### src/sv/skp_pkg.sv
package skp_pkg;

	localparam int KEY_W = 31;
	localparam int PIX_W = 8;
	localparam int IDX_W = 6;
	localparam int SIZE_W = 7;
	localparam logic [SIZE_W-1:0] SIZE_RESET = 7'd64;

	typedef struct packed {
		logic [KEY_W-1:0] key;
		logic [PIX_W-1:0] pix;
		logic [IDX_W-1:0] idx;
	} cell_data_t;

	// One command per cycle, broadcast to every cell of the chain.
	typedef struct packed {
		logic load;
		logic shift;
		logic clear;
	} cell_ctrl_t;

endpackage

### src/sv/skp_cell.sv
module skp_cell (
	input  logic                clk,
	input  logic                arst_n,
	input  skp_pkg::cell_ctrl_t ctrl,
	input  skp_pkg::cell_data_t new_data,
	input  logic                left_ins,
	input  logic                left_valid,
	input  skp_pkg::cell_data_t left_data,
	input  logic                right_valid,
	input  skp_pkg::cell_data_t right_data,
	output logic                valid,
	output skp_pkg::cell_data_t data,
	output logic                ins
);

	logic                valid_q;
	skp_pkg::cell_data_t data_q;

	// Empty cell or smaller key: the new pair lands here or further up.
	assign ins   = !valid_q || (data_q.key < new_data.key);
	assign valid = valid_q;
	assign data  = data_q;

	always_ff @(posedge clk or negedge arst_n) begin
		if (!arst_n) begin
			valid_q <= 1'b0;
		end else if (ctrl.clear) begin
			valid_q <= 1'b0;
		end else if (ctrl.shift) begin
			valid_q <= right_valid;
		end else if (ctrl.load && ins) begin
			valid_q <= left_ins ? left_valid : 1'b1;
		end
	end

	always_ff @(posedge clk) begin
		if (ctrl.shift) begin
			data_q <= right_data;
		end else if (ctrl.load && ins) begin
			data_q <= left_ins ? left_data : new_data;
		end
	end

endmodule

### config.mk
export PLATFORM = sky130hd
export DESIGN_NAME = skp_cell
export DESIGN_NICKNAME = d
export VERILOG_FILES = /design/src/sv/skp_pkg.sv /design/src/sv/skp_cell.sv
export SDC_FILE = /design/constraint.sdc
export NUM_CORES = 1
export LEC_CHECK = 0
export BUFFER_PORTS_ARGS = -buffer_cell sky130_fd_sc_hd__buf_2
export CORE_MARGIN = 4
export CORE_UTILIZATION = 47
export CTS_BUF_LIST = sky130_fd_sc_hd__clkbuf_16
export CTS_CLUSTER_DIAMETER = 80
export CTS_CLUSTER_SIZE = 14
export DETAILED_ROUTE_END_ITERATION = 6
export HOLD_SLACK_MARGIN = 0.05
export PLACE_DENSITY_LB_ADDON = 0.15
export SYNTH_ARGS = -nofsm -noshare
export SYNTH_HDL_FRONTEND = slang
export SYNTH_SLANG_ARGS = --single-unit
### constraint.sdc
create_clock -name clk -period 11.2 [get_ports clk]
set_input_delay 0.56 -clock clk [delete_from_list [all_inputs] [get_ports clk]]
set_output_delay 0.56 -clock clk [all_outputs]
set_load 0.03 [all_outputs]
==> impl_results.md <==
* Status: finished, final reports clean
* Final core utilization at 67.59%
* P_leak at 2.287 nW
* Final hold vios at 0
* CTS tree: done
* Critical Path AT at 2.92 ns
* Endpoints failing setup at 0
* Layout area overhead at 39.56%
* Core area at 6386 um^2
* Ranking of synthesized cells by area: edfxtp_1, mux2i_1, ha_1, o21ai_0, nand2_1
* Fmax at 0.3373 GHz
* Tmin final at 2.965 ns
* Most frequent cells in the layout: buf_2, nand2_1, o21ai_0
* H-tree lvl count at 2
* Cell Area, Synth at 3093 um^2
* Setup TNS at 0 ns
* Worst Reg2Reg Path Length in Cells at 8
* Worst-case clock buffer depth at 2
* Total global-route track usage at 19.62%
* End of the worst register-to-register path: data[13]
* Yosys reg bits at 46
* # IOs at 190
* Post-cts resize count at 0
* Syn Nets at 490
* Worst slew pin tran at 0.7632 ns
* HPWL Detailed at 6638 um
* Worst-Skew Late Latency at 0.28 ns
* Yosys warns at 0
* CP Class: input pin to flip-flop
* Syn Area/Cell at 9.757 um^2
* FP Rows at 29
* Reg-to-reg slack, setup at 8.25 ns
* Die W at 89.12 um
* First-pass GRT wire length at 12130 um
* Worst Path Required at 11.15 ns
* Routed Wire Length at 8106 um
* 1st-iter DRT viols at 80
* Gpl congestion at 0.8180
* Largest net degree at the start of global routing at 94
* Largest family of logic cells by synthesized area: multiplexers
* Most common cell after layout, fill and taps aside: buf_2
* Async S/R FF share, synth at 2.174%
* CP max-delay cell: o221ai_4
* Via count at 2878
* Multiplexer share of the synthesized area at 14.56%
* EDFF count, synth at 45
* Fin. max-slew vios at 0
* Simple-gate share of the synthesized area at 9.466%
* Die H at 89.12 um
* Worst-path clk slew at 0.06 ns
* Fillcell total at 555
* Pwr dens at 133.8 nW/um^2
* Min-delay worst type: input pin to flip-flop
* Vias/cell at 4.962
* Initial Util at 48.43%
* Final Skew at 0.006922 ns
* Area share of the largest cell type after synthesis at 43.69%
* Crit share post-route at 26.47%
* Number of global-route vias before repair at 2748
* Diodes inserted at 0
* WHS Endpoint: data[12]
* Gr ovfl total at 0
* Crit path largest cell delay at 0.57 ns
* RSZ-0062 raised after global routing: false
* Post-Synth XOR/XNOR Area at 0%
* Nets at 675
* Predominant post-synthesis flop cell: edfxtp_1
* CP Buf/Inv Count at 3
* Worst VDD drop at 0.09278 mV
* Synth area leader: edfxtp_1
* Drt pass-1 iters at 4
* WHS Path Cells at 3
* IO buf count at 189
* Clk root buf: clkbuf_16
* Clk sink count at 46
* Die area at 7942 um^2
* Sequential area share after synthesis at 44.50%
* Initial antenna violation count at 0
* Top fanout value on the critical path at 25
* ANT nets after route at 0
* Mean routed wirelength per cell at 13.98 um
* Fraction of layout cells with a size suffix above 1 at 40.56%
* Post-synthesis compound-gate area fraction at 13.31%
* Synth unique cells at 25
* Rel. slew slack at 49.12%
* Post-Syn Instances at 317
* Reg-to-reg startpoint: data[16]
* DRC violations left at 0
* Min-delay src: right_data[12]
* CTS buffer count at 5
* Crit. End Element: flip-flop
* Critical path launch point type: input pin
* Top delay family on crit path: compound AO/OA/AOI/OAI gates
* Post-Synth Adder-Cell Area at 12.14%
* # Max-Cap Violations at 0
* CP Cell Sequence: buf_2 -> inv_1 -> ha_1 -> a21oi_1 -> o21a_1 -> a2bb2oi_1 -> nand3_1 -> or2_2 -> o221ai_4 -> buf_4
cell type report:
cell class                 instances  area [um^2]  share of cell area (%)
clock inverter                     3        68.82                   1.594
multi-input combinational        223         1548                   35.85
timing repair buffer             193        978.4                   22.67
clock buffer                       5        125.1                   2.899
inverter                          33        123.9                   2.870
sequential                        46         1376                   31.88
tap                               77        96.34                   2.232
cell families (layout without fill, tap and decap cells):
family | Yosys count | in the layout
AOI/OAI and AO/OA | 76 | 76
adders and majority gates | 30 | 30
and+or+nand+nor | 72 | 72
buffers and inverters | 48 | 234
DFF | 46 | 46
muxes | 45 | 45
flip-flops by register name, summed over array words and instances, names as in the netlist:
name,flops
valid,1
data,45
through the flow:
step            power, W  worst slack (ns)  instances  hold slack, ns  cell area, um^2
2_1_floorplan  0.0003305             6.742        317          0.2644             3093
3_3_place_gp   0.0003897             7.956        571          0.3347             4113
3_5_place_dp   0.0003937             7.873        571          0.3379             4113
4_1_cts        0.0005845             8.179        580          0.5507             4317
5_1_grt        0.0006095             8.044        580          0.5631             4317
6_report       0.0005776             8.235        580          0.5565             4317
worst reg2reg max path, stage by stage, from the launching register on:
cell and delay (ns):
edfxtp_1 0.42, ha_1 0.32, a21oi_2 0.13, o21ai_1 0.08, a21oi_2 0.14, nor3_1 0.07
o311a_1 0.41, o221ai_4 0.61, buf_4 0.45
where the power goes:
part / switching (W) / leakage, nW / internal [W]
clock: 0.0000614 / 0.0940 / 0.000128
sequential: 0.00000963 / 0.484 / 0.000215
combinational: 0.000101 / 1.71 / 0.0000620
cells in the mapped netlist, types with 2 or more instances:
| cell type | n |
|---|---|
| a21oi_1 | 15 |
| a21oi_2 | 2 |
| buf_2 | 5 |
| clkbuf_1 | 10 |
| edfxtp_1 | 45 |
| ha_1 | 30 |
| inv_1 | 33 |
| mux2i_1 | 45 |
| nand2_1 | 57 |
| nand3_1 | 3 |
| nand4_1 | 4 |
| nor2_1 | 4 |
| o21ai_0 | 51 |
| o21ai_1 | 2 |
per-layer routing:
metal / share of wire (%) / GRT usage, % / wire, um / up-vias
met5: 0 / 0 / 0 / -
met4: 0.97 / 4.465 / 79 / 0
met3: 9.5 / 5.253 / 770 / 6
met2: 51 / 35.90 / 4111 / 117
met1: 39 / 22.83 / 3144 / 1259
li1: - / - / - / 1496
how the worst max path moves through the flow:
stage | startpoint | to | slack (ns) | depth (start not counted)
2_1_floorplan | new_data[40] | data[0] | 6.74 | 8
3_3_place_gp | new_data[16] | data[18] | 7.96 | 10
4_1_cts | data[16] | data[27] | 8.18 | 8
5_1_grt | new_data[40] | data[27] | 8.04 | 10
3_5_place_dp | new_data[40] | data[5] | 7.87 | 10
6_report | new_data[40] | data[13] | 8.24 | 10
timing repair:
action	in CTS	in global routing
hold endpoints to repair	1	0
buffers inserted	0	0
hold buffers	1	0
No activity file was read; power rests on OpenSTA's default activity.
